<file path="src/easter_sunday_serial_unit_macros.svh">
// Assertion helpers for the RTL file that checks itself.
// Each macro expects clk and rst_n in scope.
`ifndef EASTER_SUNDAY_SERIAL_UNIT_MACROS_SVH
`define EASTER_SUNDAY_SERIAL_UNIT_MACROS_SVH

// Same-cycle implication.
`define ESSU_ASSERT_IMP(lbl, ante, cons, msg) \
  lbl: assert property (@(posedge clk) disable iff (!rst_n) (ante) |-> (cons)) \
    else $error(msg);

// Next-cycle implication.
`define ESSU_ASSERT_NXT(lbl, ante, cons, msg) \
  lbl: assert property (@(posedge clk) disable iff (!rst_n) (ante) |=> (cons)) \
    else $error(msg);

`endif

</file>
<file path="src/essu_pkg.sv">
`timescale 1ns / 1ps

package essu_pkg;

  localparam int YEAR_W     = 16;
  localparam int NY_W       = 14;
  localparam int NM_W       = 4;
  localparam int ND_W       = 5;
  localparam int MON_W      = 3;
  localparam int DAY_W      = 5;
  localparam int SERIAL_W   = 23;
  localparam int CFG_IDX_W  = 2;
  localparam int CFG_DATA_W = 14;

  localparam logic signed [YEAR_W-1:0] FIRST_YEAR = 16'sd1583;
  localparam logic signed [YEAR_W-1:0] LAST_YEAR  = 16'sd9956;

  localparam logic [NY_W-1:0] NULL_YEAR_RST  = 14'd1899;
  localparam logic [NM_W-1:0] NULL_MONTH_RST = 4'd12;
  localparam logic [ND_W-1:0] NULL_DAY_RST   = 5'd30;

  localparam logic [MON_W-1:0] MON_NONE  = 3'd0;
  localparam logic [MON_W-1:0] MON_MARCH = 3'd3;
  localparam logic [MON_W-1:0] MON_APRIL = 3'd4;

  typedef enum logic [CFG_IDX_W-1:0] {
    REG_NULL_YEAR  = 2'd0,
    REG_NULL_MONTH = 2'd1,
    REG_NULL_DAY   = 2'd2
  } cfg_reg_t;

  // Reference date, month already saturated to 1..12.
  typedef struct packed {
    logic [NY_W-1:0] year;
    logic [NM_W-1:0] month;
    logic [ND_W-1:0] day;
  } null_date_t;

  // Days before the first of a month, counted in a year that starts in March.
  function automatic logic [8:0] month_offset(input logic [NM_W-1:0] mon);
    logic [8:0] ofs;
    begin
      case (mon)
        4'd3:    ofs = 9'd0;
        4'd4:    ofs = 9'd31;
        4'd5:    ofs = 9'd61;
        4'd6:    ofs = 9'd92;
        4'd7:    ofs = 9'd122;
        4'd8:    ofs = 9'd153;
        4'd9:    ofs = 9'd184;
        4'd10:   ofs = 9'd214;
        4'd11:   ofs = 9'd245;
        4'd12:   ofs = 9'd275;
        4'd1:    ofs = 9'd306;
        4'd2:    ofs = 9'd337;
        default: ofs = 9'd0;
      endcase
      return ofs;
    end
  endfunction

  // Floor of x / 100 by reciprocal multiply, exact for x below 25600.
  function automatic logic [7:0] div100(input logic [14:0] x);
    logic [27:0] prod;
    begin
      prod = {13'd0, x} * 28'd5243;
      return prod[26:19];
    end
  endfunction

  // Day count of March 1st of year yy: yy*365 + yy/4 - yy/100 + yy/400.
  function automatic logic [22:0] year_days(input logic [14:0] yy,
                                            input logic [7:0]  cent);
    logic [22:0] acc;
    begin
      acc = {8'd0, yy} * 23'd365 + {10'd0, yy[14:2]} - {15'd0, cent}
          + {17'd0, cent[7:2]};
      return acc;
    end
  endfunction

endpackage

</file>
<file path="src/essu_if.sv">
`timescale 1ns / 1ps

interface essu_in_if;
  import essu_pkg::*;
  logic                     valid;
  logic                     ready;
  logic signed [YEAR_W-1:0] year;
  modport source (output valid, output year, input ready);
  modport sink   (input valid, input year, output ready);
endinterface

interface essu_out_if;
  import essu_pkg::*;
  logic                       valid;
  logic                       ready;
  logic                       valid_res;
  logic [MON_W-1:0]           easter_month;
  logic [DAY_W-1:0]           easter_day;
  logic signed [SERIAL_W-1:0] serial;
  modport source (output valid, output valid_res, output easter_month,
                  output easter_day, output serial, input ready);
  modport sink   (input valid, input valid_res, input easter_month,
                  input easter_day, input serial, output ready);
endinterface

interface essu_cfg_if;
  import essu_pkg::*;
  logic                  valid;
  logic                  ready;
  logic [CFG_IDX_W-1:0]  index;
  logic [CFG_DATA_W-1:0] data;
  modport source (output valid, output index, output data, input ready);
  modport sink   (input valid, input index, input data, output ready);
endinterface

</file>
<file path="src/essu_cfg.sv">
`timescale 1ns / 1ps

module essu_cfg (
  input  logic                 clk,
  input  logic                 rst_n,
  essu_cfg_if.sink             cfg_ch,
  output essu_pkg::null_date_t null_date
);
  import essu_pkg::*;

  logic [NY_W-1:0] ny_r;
  logic [NM_W-1:0] nm_r;
  logic [ND_W-1:0] nd_r;

  assign cfg_ch.ready = 1'b1;

  always_ff @(posedge clk) begin
    if (!rst_n) begin
      ny_r <= NULL_YEAR_RST;
      nm_r <= NULL_MONTH_RST;
      nd_r <= NULL_DAY_RST;
    end else if (cfg_ch.valid) begin
      case (cfg_reg_t'(cfg_ch.index))
        REG_NULL_YEAR:  ny_r <= cfg_ch.data[NY_W-1:0];
        REG_NULL_MONTH: nm_r <= cfg_ch.data[NM_W-1:0];
        REG_NULL_DAY:   nd_r <= cfg_ch.data[ND_W-1:0];
        default: ;
      endcase
    end
  end

  // Saturate month into 1..12; day passes as a linear offset.
  always_comb begin
    null_date.year  = ny_r;
    null_date.day   = nd_r;
    if (nm_r == 4'd0) begin
      null_date.month = 4'd1;
    end else if (nm_r > 4'd12) begin
      null_date.month = 4'd12;
    end else begin
      null_date.month = nm_r;
    end
  end

endmodule

</file>
<file path="src/easter_sunday_serial_unit.sv">
`timescale 1ns / 1ps

// Channel  | Dir | Handshake    | Payload
// ---------+-----+--------------+-------------------------------------------------
// in_ch    | in  | valid/ready  | year (16b signed)
// out_ch   | out | valid/ready  | valid_res, easter_month, easter_day, serial (23b)
// cfg_ch   | in  | valid/ready  | index (0 year, 1 month, 2 day), data (14b)
//
// Eight register stages, with out_ch.valid taken from the last; one item can enter
// every cycle while out_ch.ready is high. Divides by 19, 100, 25, 3, 30 and 7 use
// reciprocal multiplies, those by 451 and 31 a compare; no stage chains two of them.
// rst_n is synchronous; it clears the valid bits and loads the null date 1899-12-30.
// cfg_ch is always ready. A stage holds its item only while the next one is full and
// stalled, so bubbles collapse and in_ch stays ready while any stage is free.

module easter_sunday_serial_unit (
  input  logic       clk,
  input  logic       rst_n,
  essu_in_if.sink    in_ch,
  essu_out_if.source out_ch,
  essu_cfg_if.sink   cfg_ch
);
  import essu_pkg::*;

  `include "easter_sunday_serial_unit_macros.svh"

  localparam int NUM_ST = 8;

  null_date_t nd;

  essu_cfg u_cfg (
    .clk       (clk),
    .rst_n     (rst_n),
    .cfg_ch    (cfg_ch),
    .null_date (nd)
  );

  // ---------------------------------------------------------------------------
  // Pipeline control: stage k advances when it is empty or stage k+1 advances.
  // ---------------------------------------------------------------------------
  logic [NUM_ST:1] vld_r;
  logic [NUM_ST:1] vld_nxt;
  logic [NUM_ST:1] en;

  always_comb begin
    en[NUM_ST] = !vld_r[NUM_ST] || out_ch.ready;
    for (int k = NUM_ST - 1; k >= 1; k--) begin
      en[k] = !vld_r[k] || en[k+1];
    end
    vld_nxt[1] = en[1] ? in_ch.valid : vld_r[1];
    for (int k = 2; k <= NUM_ST; k++) begin
      vld_nxt[k] = en[k] ? vld_r[k-1] : vld_r[k];
    end
  end

  always_ff @(posedge clk) begin
    if (!rst_n) begin
      vld_r <= '0;
    end else begin
      vld_r <= vld_nxt;
    end
  end

  assign in_ch.ready = en[1];

  // ---------------------------------------------------------------------------
  // Stage 1: range check, century and golden-number quotients, year offsets.
  // ---------------------------------------------------------------------------
  logic              ok1_nxt, ok1_r;
  logic [13:0]       y1_nxt, y1_r;
  logic [6:0]        cent1_nxt, cent1_r;
  logic [9:0]        q19_1_nxt, q19_1_r;
  logic [14:0]       eyy1_nxt, eyy1_r;
  logic [14:0]       nyy1_nxt, nyy1_r;
  logic signed [9:0] ndoy1_nxt, ndoy1_r;

  always_comb begin
    logic [7:0]  c8;
    logic [27:0] p19;
    ok1_nxt   = (in_ch.year >= FIRST_YEAR) && (in_ch.year <= LAST_YEAR);
    y1_nxt    = in_ch.year[13:0];
    c8        = div100({1'b0, y1_nxt});
    cent1_nxt = c8[6:0];
    p19       = {14'd0, y1_nxt} * 28'd13798;
    q19_1_nxt = p19[27:18];
    // Easter falls in March or April, so its year never shifts back.
    eyy1_nxt  = {1'b0, y1_nxt} + 15'd400;
    nyy1_nxt  = {1'b0, nd.year} + 15'd400 - {14'd0, (nd.month <= 4'd2)};
    ndoy1_nxt = $signed({1'b0, month_offset(nd.month)}) + $signed({5'd0, nd.day})
              - 10'sd1;
  end

  // ---------------------------------------------------------------------------
  // Stage 2: remainders, f = (cent + 8) / 25, centuries of both year counts.
  // ---------------------------------------------------------------------------
  logic              ok2_r;
  logic [4:0]        gold2_nxt, gold2_r;
  logic [6:0]        rem2_nxt, rem2_r;
  logic [6:0]        cent2_r;
  logic [2:0]        f2_nxt, f2_r;
  logic [7:0]        ec2_nxt, ec2_r;
  logic [7:0]        nc2_nxt, nc2_r;
  logic [14:0]       eyy2_r, nyy2_r;
  logic signed [9:0] ndoy2_r;

  always_comb begin
    logic [13:0] t19, t100;
    logic [7:0]  fx;
    logic [12:0] fp;
    t19       = y1_r - {4'd0, q19_1_r} * 14'd19;
    gold2_nxt = t19[4:0];
    t100      = y1_r - {7'd0, cent1_r} * 14'd100;
    rem2_nxt  = t100[6:0];
    fx        = {1'b0, cent1_r} + 8'd8;
    fp        = {5'd0, fx} * 13'd41;
    f2_nxt    = fp[12:10];
    ec2_nxt   = div100(eyy1_r);
    nc2_nxt   = div100(nyy1_r);
  end

  // ---------------------------------------------------------------------------
  // Stage 3: g = (cent - f + 1) / 3, digit splits, day counts of both years.
  // ---------------------------------------------------------------------------
  logic               ok3_r;
  logic [4:0]         gold3_r;
  logic [6:0]         cent3_r;
  logic [5:0]         g3_nxt, g3_r;
  logic [4:0]         cq4_3_nxt, cq4_3_r;
  logic [1:0]         cr4_3_nxt, cr4_3_r;
  logic [4:0]         rq4_3_nxt, rq4_3_r;
  logic [1:0]         rr4_3_nxt, rr4_3_r;
  logic [22:0]        eyd3_nxt, eyd3_r;
  logic signed [23:0] ndn3_nxt, ndn3_r;

  always_comb begin
    logic [7:0]  gx;
    logic [14:0] gp;
    gx        = {1'b0, cent2_r} - {5'd0, f2_r} + 8'd1;
    gp        = {7'd0, gx} * 15'd171;
    g3_nxt    = gp[14:9];
    cq4_3_nxt = cent2_r[6:2];
    cr4_3_nxt = cent2_r[1:0];
    rq4_3_nxt = rem2_r[6:2];
    rr4_3_nxt = rem2_r[1:0];
    eyd3_nxt  = year_days(eyy2_r, ec2_r);
    ndn3_nxt  = $signed({1'b0, year_days(nyy2_r, nc2_r)})
              + $signed({{14{ndoy2_r[9]}}, ndoy2_r});
  end

  // ---------------------------------------------------------------------------
  // Stage 4: epact sum before mod 30.
  // ---------------------------------------------------------------------------
  logic               ok4_r;
  logic [4:0]         gold4_r;
  logic [9:0]         hsum4_nxt, hsum4_r;
  logic [1:0]         cr4_4_r, rr4_4_r;
  logic [4:0]         rq4_4_r;
  logic [22:0]        eyd4_r;
  logic signed [23:0] ndn4_r;

  always_comb begin
    hsum4_nxt = {5'd0, gold3_r} * 10'd19 + {3'd0, cent3_r} - {5'd0, cq4_3_r}
              - {4'd0, g3_r} + 10'd15;
  end

  // ---------------------------------------------------------------------------
  // Stage 5: h = hsum mod 30; fold the year day counts into one difference.
  // ---------------------------------------------------------------------------
  logic               ok5_r;
  logic [4:0]         gold5_r;
  logic [4:0]         h5_nxt, h5_r;
  logic [1:0]         cr4_5_r, rr4_5_r;
  logic [4:0]         rq4_5_r;
  logic signed [23:0] diff5_nxt, diff5_r;

  always_comb begin
    logic [17:0] hp;
    logic [9:0]  ht;
    hp        = {8'd0, hsum4_r} * 18'd547;
    ht        = hsum4_r - {6'd0, hp[17:14]} * 10'd30;
    h5_nxt    = ht[4:0];
    diff5_nxt = $signed({1'b0, eyd4_r}) - ndn4_r;
  end

  // ---------------------------------------------------------------------------
  // Stage 6: l = (32 + 2e + 2i - h - k) mod 7.
  // ---------------------------------------------------------------------------
  logic               ok6_r;
  logic [4:0]         gold6_r;
  logic [4:0]         h6_r;
  logic [2:0]         l6_nxt, l6_r;
  logic signed [23:0] diff6_r;

  always_comb begin
    logic [6:0]  lx;
    logic [13:0] lp;
    logic [6:0]  lt;
    lx     = 7'd32 + {4'd0, cr4_5_r, 1'b0} + {1'b0, rq4_5_r, 1'b0} - {2'd0, h5_r}
           - {5'd0, rr4_5_r};
    lp     = {7'd0, lx} * 14'd147;
    lt     = lx - {3'd0, lp[13:10]} * 7'd7;
    l6_nxt = lt[2:0];
  end

  // ---------------------------------------------------------------------------
  // Stage 7: correction m = (a + 11h + 22l) / 451 and the day offset o.
  // ---------------------------------------------------------------------------
  logic               ok7_r;
  logic [7:0]         o7_nxt, o7_r;
  logic signed [23:0] diff7_r;

  always_comb begin
    logic [8:0] msum;
    logic       corr;
    msum   = {4'd0, gold6_r} + {4'd0, h6_r} * 9'd11 + {6'd0, l6_r} * 9'd22;
    corr   = msum >= 9'd451;
    o7_nxt = {3'd0, h6_r} + {5'd0, l6_r} + 8'd114 - (corr ? 8'd7 : 8'd0);
  end

  // ---------------------------------------------------------------------------
  // Stage 8 (output register): month, day and serial; zero when out of range.
  // ---------------------------------------------------------------------------
  logic                       res8_nxt, res8_r;
  logic [MON_W-1:0]           mon8_nxt, mon8_r;
  logic [DAY_W-1:0]           day8_nxt, day8_r;
  logic signed [SERIAL_W-1:0] ser8_nxt, ser8_r;

  always_comb begin
    logic               apr;
    logic [7:0]         dt;
    logic signed [23:0] st;
    apr = o7_r >= 8'd124;
    dt  = apr ? (o7_r - 8'd123) : (o7_r - 8'd92);
    // Day of a March-based year is o - 93 for either month.
    st  = diff7_r + $signed({16'd0, o7_r}) - 24'sd93;
    res8_nxt = ok7_r;
    if (ok7_r) begin
      mon8_nxt = apr ? MON_APRIL : MON_MARCH;
      day8_nxt = dt[4:0];
      ser8_nxt = st[SERIAL_W-1:0];
    end else begin
      mon8_nxt = MON_NONE;
      day8_nxt = '0;
      ser8_nxt = '0;
    end
  end

  // Payload registers: load on stage advance, hold otherwise.
  always_ff @(posedge clk) begin
    if (en[1]) begin
      ok1_r   <= ok1_nxt;
      y1_r    <= y1_nxt;
      cent1_r <= cent1_nxt;
      q19_1_r <= q19_1_nxt;
      eyy1_r  <= eyy1_nxt;
      nyy1_r  <= nyy1_nxt;
      ndoy1_r <= ndoy1_nxt;
    end
    if (en[2]) begin
      ok2_r   <= ok1_r;
      gold2_r <= gold2_nxt;
      rem2_r  <= rem2_nxt;
      cent2_r <= cent1_r;
      f2_r    <= f2_nxt;
      ec2_r   <= ec2_nxt;
      nc2_r   <= nc2_nxt;
      eyy2_r  <= eyy1_r;
      nyy2_r  <= nyy1_r;
      ndoy2_r <= ndoy1_r;
    end
    if (en[3]) begin
      ok3_r   <= ok2_r;
      gold3_r <= gold2_r;
      cent3_r <= cent2_r;
      g3_r    <= g3_nxt;
      cq4_3_r <= cq4_3_nxt;
      cr4_3_r <= cr4_3_nxt;
      rq4_3_r <= rq4_3_nxt;
      rr4_3_r <= rr4_3_nxt;
      eyd3_r  <= eyd3_nxt;
      ndn3_r  <= ndn3_nxt;
    end
    if (en[4]) begin
      ok4_r   <= ok3_r;
      gold4_r <= gold3_r;
      hsum4_r <= hsum4_nxt;
      cr4_4_r <= cr4_3_r;
      rq4_4_r <= rq4_3_r;
      rr4_4_r <= rr4_3_r;
      eyd4_r  <= eyd3_r;
      ndn4_r  <= ndn3_r;
    end
    if (en[5]) begin
      ok5_r   <= ok4_r;
      gold5_r <= gold4_r;
      h5_r    <= h5_nxt;
      cr4_5_r <= cr4_4_r;
      rq4_5_r <= rq4_4_r;
      rr4_5_r <= rr4_4_r;
      diff5_r <= diff5_nxt;
    end
    if (en[6]) begin
      ok6_r   <= ok5_r;
      gold6_r <= gold5_r;
      h6_r    <= h5_r;
      l6_r    <= l6_nxt;
      diff6_r <= diff5_r;
    end
    if (en[7]) begin
      ok7_r   <= ok6_r;
      o7_r    <= o7_nxt;
      diff7_r <= diff6_r;
    end
    if (en[8]) begin
      res8_r <= res8_nxt;
      mon8_r <= mon8_nxt;
      day8_r <= day8_nxt;
      ser8_r <= ser8_nxt;
    end
  end

  assign out_ch.valid        = vld_r[NUM_ST];
  assign out_ch.valid_res    = res8_r;
  assign out_ch.easter_month = mon8_r;
  assign out_ch.easter_day   = day8_r;
  assign out_ch.serial       = ser8_r;

  // ---------------------------------------------------------------------------
  // Checks
  // ---------------------------------------------------------------------------
  `ESSU_ASSERT_IMP(a_invalid_zero, out_ch.valid && !out_ch.valid_res, (out_ch.easter_month == MON_NONE) && (out_ch.easter_day == '0) && (out_ch.serial == '0), "out-of-range year gave nonzero fields")
  `ESSU_ASSERT_IMP(a_easter_window, out_ch.valid && out_ch.valid_res, ((out_ch.easter_month == MON_MARCH) && (out_ch.easter_day >= 5'd22)) || ((out_ch.easter_month == MON_APRIL) && (out_ch.easter_day >= 5'd1) && (out_ch.easter_day <= 5'd25)), "Easter date outside March 22 to April 25")
  `ESSU_ASSERT_NXT(a_range_flag, in_ch.valid && in_ch.ready && (in_ch.year >= FIRST_YEAR) && (in_ch.year <= LAST_YEAR), vld_r[1] && ok1_r, "in-range year not flagged in stage 1")
  `ESSU_ASSERT_NXT(a_stall_hold, vld_r[NUM_ST-1] && !en[NUM_ST], vld_r[NUM_ST-1] && $stable(o7_r) && $stable(diff7_r), "stalled stage 7 lost its item")

endmodule

</file>
<file path="src/flat_wrapper.sv">
// flat-port wrapper written by rule: the top's interface ports become plain ports
module easter_sunday_serial_unit_flat import essu_pkg::*;
  (clk, rst_n, in_ch_valid, in_ch_year, in_ch_ready, out_ch_valid, out_ch_valid_res, out_ch_easter_month, out_ch_easter_day, out_ch_serial, out_ch_ready, cfg_ch_valid, cfg_ch_index, cfg_ch_data, cfg_ch_ready);
  essu_in_if in_ch_i ();
  essu_out_if out_ch_i ();
  essu_cfg_if cfg_ch_i ();
  input  logic clk;
  input  logic rst_n;
  input wire logic [$bits(in_ch_i.valid)-1:0] in_ch_valid;
  input wire logic [$bits(in_ch_i.year)-1:0] in_ch_year;
  output wire logic [$bits(in_ch_i.ready)-1:0] in_ch_ready;
  output wire logic [$bits(out_ch_i.valid)-1:0] out_ch_valid;
  output wire logic [$bits(out_ch_i.valid_res)-1:0] out_ch_valid_res;
  output wire logic [$bits(out_ch_i.easter_month)-1:0] out_ch_easter_month;
  output wire logic [$bits(out_ch_i.easter_day)-1:0] out_ch_easter_day;
  output wire logic [$bits(out_ch_i.serial)-1:0] out_ch_serial;
  input wire logic [$bits(out_ch_i.ready)-1:0] out_ch_ready;
  input wire logic [$bits(cfg_ch_i.valid)-1:0] cfg_ch_valid;
  input wire logic [$bits(cfg_ch_i.index)-1:0] cfg_ch_index;
  input wire logic [$bits(cfg_ch_i.data)-1:0] cfg_ch_data;
  output wire logic [$bits(cfg_ch_i.ready)-1:0] cfg_ch_ready;
  assign in_ch_i.valid = in_ch_valid;
  assign in_ch_i.year = in_ch_year;
  assign in_ch_ready = in_ch_i.ready;
  assign out_ch_valid = out_ch_i.valid;
  assign out_ch_valid_res = out_ch_i.valid_res;
  assign out_ch_easter_month = out_ch_i.easter_month;
  assign out_ch_easter_day = out_ch_i.easter_day;
  assign out_ch_serial = out_ch_i.serial;
  assign out_ch_i.ready = out_ch_ready;
  assign cfg_ch_i.valid = cfg_ch_valid;
  assign cfg_ch_i.index = cfg_ch_index;
  assign cfg_ch_i.data = cfg_ch_data;
  assign cfg_ch_ready = cfg_ch_i.ready;
  easter_sunday_serial_unit u_core (.clk(clk), .rst_n(rst_n), .in_ch(in_ch_i), .out_ch(out_ch_i), .cfg_ch(cfg_ch_i));
endmodule
</file>
<file path="config.mk">
export PLATFORM = sky130hd
export DESIGN_NAME = easter_sunday_serial_unit_flat
export DESIGN_NICKNAME = d
export VERILOG_FILES = /design/src/essu_pkg.sv /design/src/essu_if.sv /design/src/essu_cfg.sv /design/src/easter_sunday_serial_unit.sv /design/src/flat_wrapper.sv
export VERILOG_INCLUDE_DIRS = /design/src /design/src/src
export SDC_FILE = /design/constraint.sdc
export NUM_CORES = 2
export LEC_CHECK = 0
export ABC_AREA = 0
export BUFFER_PORTS_ARGS = -buffer_cell sky130_fd_sc_hd__buf_2
export CELL_PAD_IN_SITES_DETAIL_PLACEMENT = 1
export CELL_PAD_IN_SITES_GLOBAL_PLACEMENT = 2
export CORE_MARGIN = 2
export CORE_UTILIZATION = 45
export DETAILED_ROUTE_END_ITERATION = 12
export PLACE_DENSITY_LB_ADDON = 0.15
export SETUP_SLACK_MARGIN = 0.3
export SYNTH_ARGS = -nofsm -noshare
export SYNTH_HDL_FRONTEND = slang
export SYNTH_SLANG_ARGS = --single-unit
</file>
<file path="constraint.sdc">
create_clock -name clk -period 10.1 [get_ports clk]
set_input_delay 2.02 -clock clk [delete_from_list [all_inputs] [get_ports clk]]
set_output_delay 2.02 -clock clk [all_outputs]
set_load 0.02 [all_outputs]
</file>
==> qor.csv <==
metric,value,unit
most frequent CP cell,ha_1,
vias in the first global route,29600,
worst clock skew,0.0407,ns
first-pass GRT wire length,160000,um
Ports,72,
Synth top area share,28.0,%
Fillers,10600,
die area,102000,sq um
synth warn,0,
Synth Instances,3941,
Crit path max-delay family,adder cells,
Fin Setup TNS,0,ns
WS Path Type,reg -> reg,
share of post-route cells with drive strength above 1,4.75,%
Slew Limit Fails,0,
fmax,145,MHz
Synth Area per Inst,11.4,sq um
cts bufs inserted,54,
initial core utilization,45.5,%
first drt pass iteration count,5,
Worst slew margin,26.5,%
hold crit path type,reg -> reg,
Worst Path Required,10.49,ns
dpl hpwl,83400,um
Synth-to-Final Area Change,8.53,%
Die X,320,um
Max clock buf depth,3,
Post-synth ARST share,0,%
"EDFF count, synth",419,
initial antenna violation count,3,
status,completed,
max cap viols,0,
All-Layer GR Usage,20.0,%
number of cell rows,115,
1st-iter DRT viols,1033,
fin crit share,68.2,%
crit start category,flop,
actual slew at the worst max-slew pin,1.10,ns
Syn Nets,5349,
Synth area leaders,"edfxtp_1 (28%), ha_1 (24%), fa_1 (23%)",
fin area,48800,sq um
PortBufs,70,
gp weighted congestion,0.868,
clock sink count,450,
drt total wl,97600,um
Clock Latency Late Sink,0.66,ns
nets,5471,
die height,320,um
Via-to-Cell Ratio,4.95,
dpl cell area,46900,sq um
largest area contributor in the netlist,edfxtp_1,
Clock Pin Slew Worst Setup and Hold Paths,0.06,ns
CORE AREA,98700,sq um
CP endpoint kind,flop,
Worst Path Arrival,7.27,ns
max incr delay on CP,0.51,ns
diode count,0,
hold buffers post-CTS,0,
RSZ-0062 raised after global routing,no,
post-synth cell types,70,
Hold Fails Final Rpt,0,
"Top FF cell, synth",edfxtp_1,
minimum clock period,6.88,ns
crit path max fanout,4,
H-Tree Depth,2,
CTS tree,done,
Netlist Area Pre-Place,45000,sq um
"Buf+Inv Stages, Crit Path",4,
Vias,26700,
grt ovf,0,
synthesis-stage register bit count,450,
sequential area share after synthesis,29.4,%
antenna-violating nets left,0,
Wirelength per Cell,18.1,um
PostCTS Resize Cnt,0,
Root Buffer Master,clkbuf_16,
postcts setup bufs,0,
DRC viols,0,
pin count of the biggest net entering global routing,73,
Crit-path slowest cell,fa_1,
final setup violation count,0,
[layout make-up]
| class | instances | area (sq um) | area share (%) |
|---|---|---|---|
| tap | 1287 | 1610 | 3.30 |
| clock inverter | 40 | 437 | 0.895 |
| multi-input combinational | 2430 | 27800 | 56.9 |
| clock buffer | 62 | 1410 | 2.89 |
| timing repair buffer | 79 | 418 | 0.857 |
| sequential | 450 | 13200 | 27.1 |
| inverter | 1048 | 3940 | 8.07 |
[through the flow]
| stage | hold WS [ns] | util (%) | instances | worst slack, ns |
|---|---|---|---|---|
| floorplan | 0.400 | - | 3941 | 3.69 |
| global placement | 0.401 | 47.6 | 5294 | 2.90 |
| detailed placement | 0.405 | 47.6 | 5294 | 2.83 |
| CTS | 0.377 | 49.4 | 5396 | 3.11 |
| global route | 0.375 | 49.4 | 5396 | 2.74 |
| finish | 0.377 | 49.4 | 5396 | 3.22 |
[Yosys cell counts, drive strengths merged, types with 31 or more instances]
library cell / n
inv: 1047
o21a: 32
a21oi: 127
nor2b: 33
xor2: 48
edfxtp: 419
o21ai: 67
a21o: 43
nor2: 114
ha: 856
nor3: 39
nand2: 106
xnor2: 179
dfxtp: 31
fa: 515
[registers in the layout, indices dropped and copies added, names as in the netlist, 8 cells and up]
register	cells
u_core.diff5_r	23
u_core.diff6_r	23
u_core.diff7_r	23
u_core.ec2_r	8
u_core.eyd3_r	23
u_core.eyd4_r	23
u_core.eyy1_r	15
u_core.eyy2_r	15
u_core.hsum4_r	10
u_core.nc2_r	8
u_core.ndn3_r	23
u_core.ndn4_r	23
u_core.ndoy1_r	10
u_core.ndoy2_r	10
u_core.nyy1_r	15
u_core.nyy2_r	15
u_core.o7_r	8
u_core.out_ch.serial	23
u_core.u_cfg.ny_r	14
u_core.vld_r	8
[worst register-to-register path, stage by stage (launching register included)]
cell      delay [ns]
edfxtp_1        0.39
ha_1            0.31
fa_1            0.52
inv_1           0.06
ha_1            0.29
a31o_2          0.20
a21oi_1         0.23
o21bai_1        0.09
a21oi_1         0.25
xnor2_1         0.26
inv_1           0.09
ha_1            0.32
fa_1            0.51
inv_1           0.04
ha_1            0.28
ha_1            0.30
ha_1            0.28
nor2b_1         0.12
o21ai_0         0.24
a21oi_1         0.12
xnor2_1         0.39
ha_1            0.25
inv_1           0.06
fa_1            0.43
xnor2_1         0.21
xnor2_1         0.16
xnor2_1         0.10
xnor2_1         0.13
[path summary, 6_finish.rpt]
| path | slack (ns) | depth (start not counted) | startpoint | to |
|---|---|---|---|---|
| max | 3.22 | 27 | u_core.h5_r[1]$_DFFE_PP_ | u_core.l6_r[2]$_DFFE_PP_ |
| min | 0.38 | 0 | u_core.eyd3_r[16]$_DFFE_PP_ | u_core.eyd4_r[16]$_DFFE_PP_ |
| max reg2reg | 3.22 | 27 | u_core.h5_r[1]$_DFFE_PP_ | u_core.l6_r[2]$_DFFE_PP_ |
| min reg2reg | 0.38 | 0 | u_core.eyd3_r[16]$_DFFE_PP_ | u_core.eyd4_r[16]$_DFFE_PP_ |
[metal layers]
metal | global-route usage, % | wire (um) | vias to the layer above | share of wire, %
li1 | - | - | 13000 | -
met1 | 27.7 | 47000 | 13300 | 48
met2 | 33.3 | 45700 | 267 | 47
met3 | 2.61 | 2960 | 93 | 3.0
met4 | 4.42 | 1870 | 4 | 1.9
met5 | 0 | 26 | - | 0.027
[cell usage in the layout, fill, tap and decap left out, types with 11 or more instances in the layout]
master	synthesis	final
a21o_1	43	43
a21oi_1	126	126
and2_1	11	11
nand2b_1	17	17
fa_1	515	515
o21a_1	32	32
or3_1	14	14
edfxtp_1	419	419
xnor2_1	179	179
ha_1	856	856
a21boi_0	11	11
buf_2	0	70
xor2_1	48	48
nor2_1	114	114
dfxtp_1	31	31
clkbuf_16	0	54
a31oi_1	15	15
o21ai_0	65	65
o21bai_1	17	17
o211ai_1	11	11
nand2_1	106	104
nand3_1	30	30
and3_1	15	15
nor3_1	39	39
inv_1	1047	1044
a211oi_1	19	19
nor2b_1	33	33
[cells by family after synthesis]
| kind of cell | after synthesis | share of synthesized area, % |
|---|---|---|
| AO/OA/AOI/OAI | 411 | 5.99 |
| XOR/XNOR | 227 | 4.42 |
| adder cells (fa/ha/maj) | 1371 | 46.8 |
| buffers and inverters | 1061 | 8.88 |
| flip-flops | 450 | 29.4 |
| multiplexers | 9 | 0.203 |
| other | 1 | 0.00834 |
| AND/OR/NAND/NOR | 411 | 4.37 |
Power is left out: the tool's default activity adds up to more than one toggle a clock period on the data nets, which glitch-free logic cannot reach.
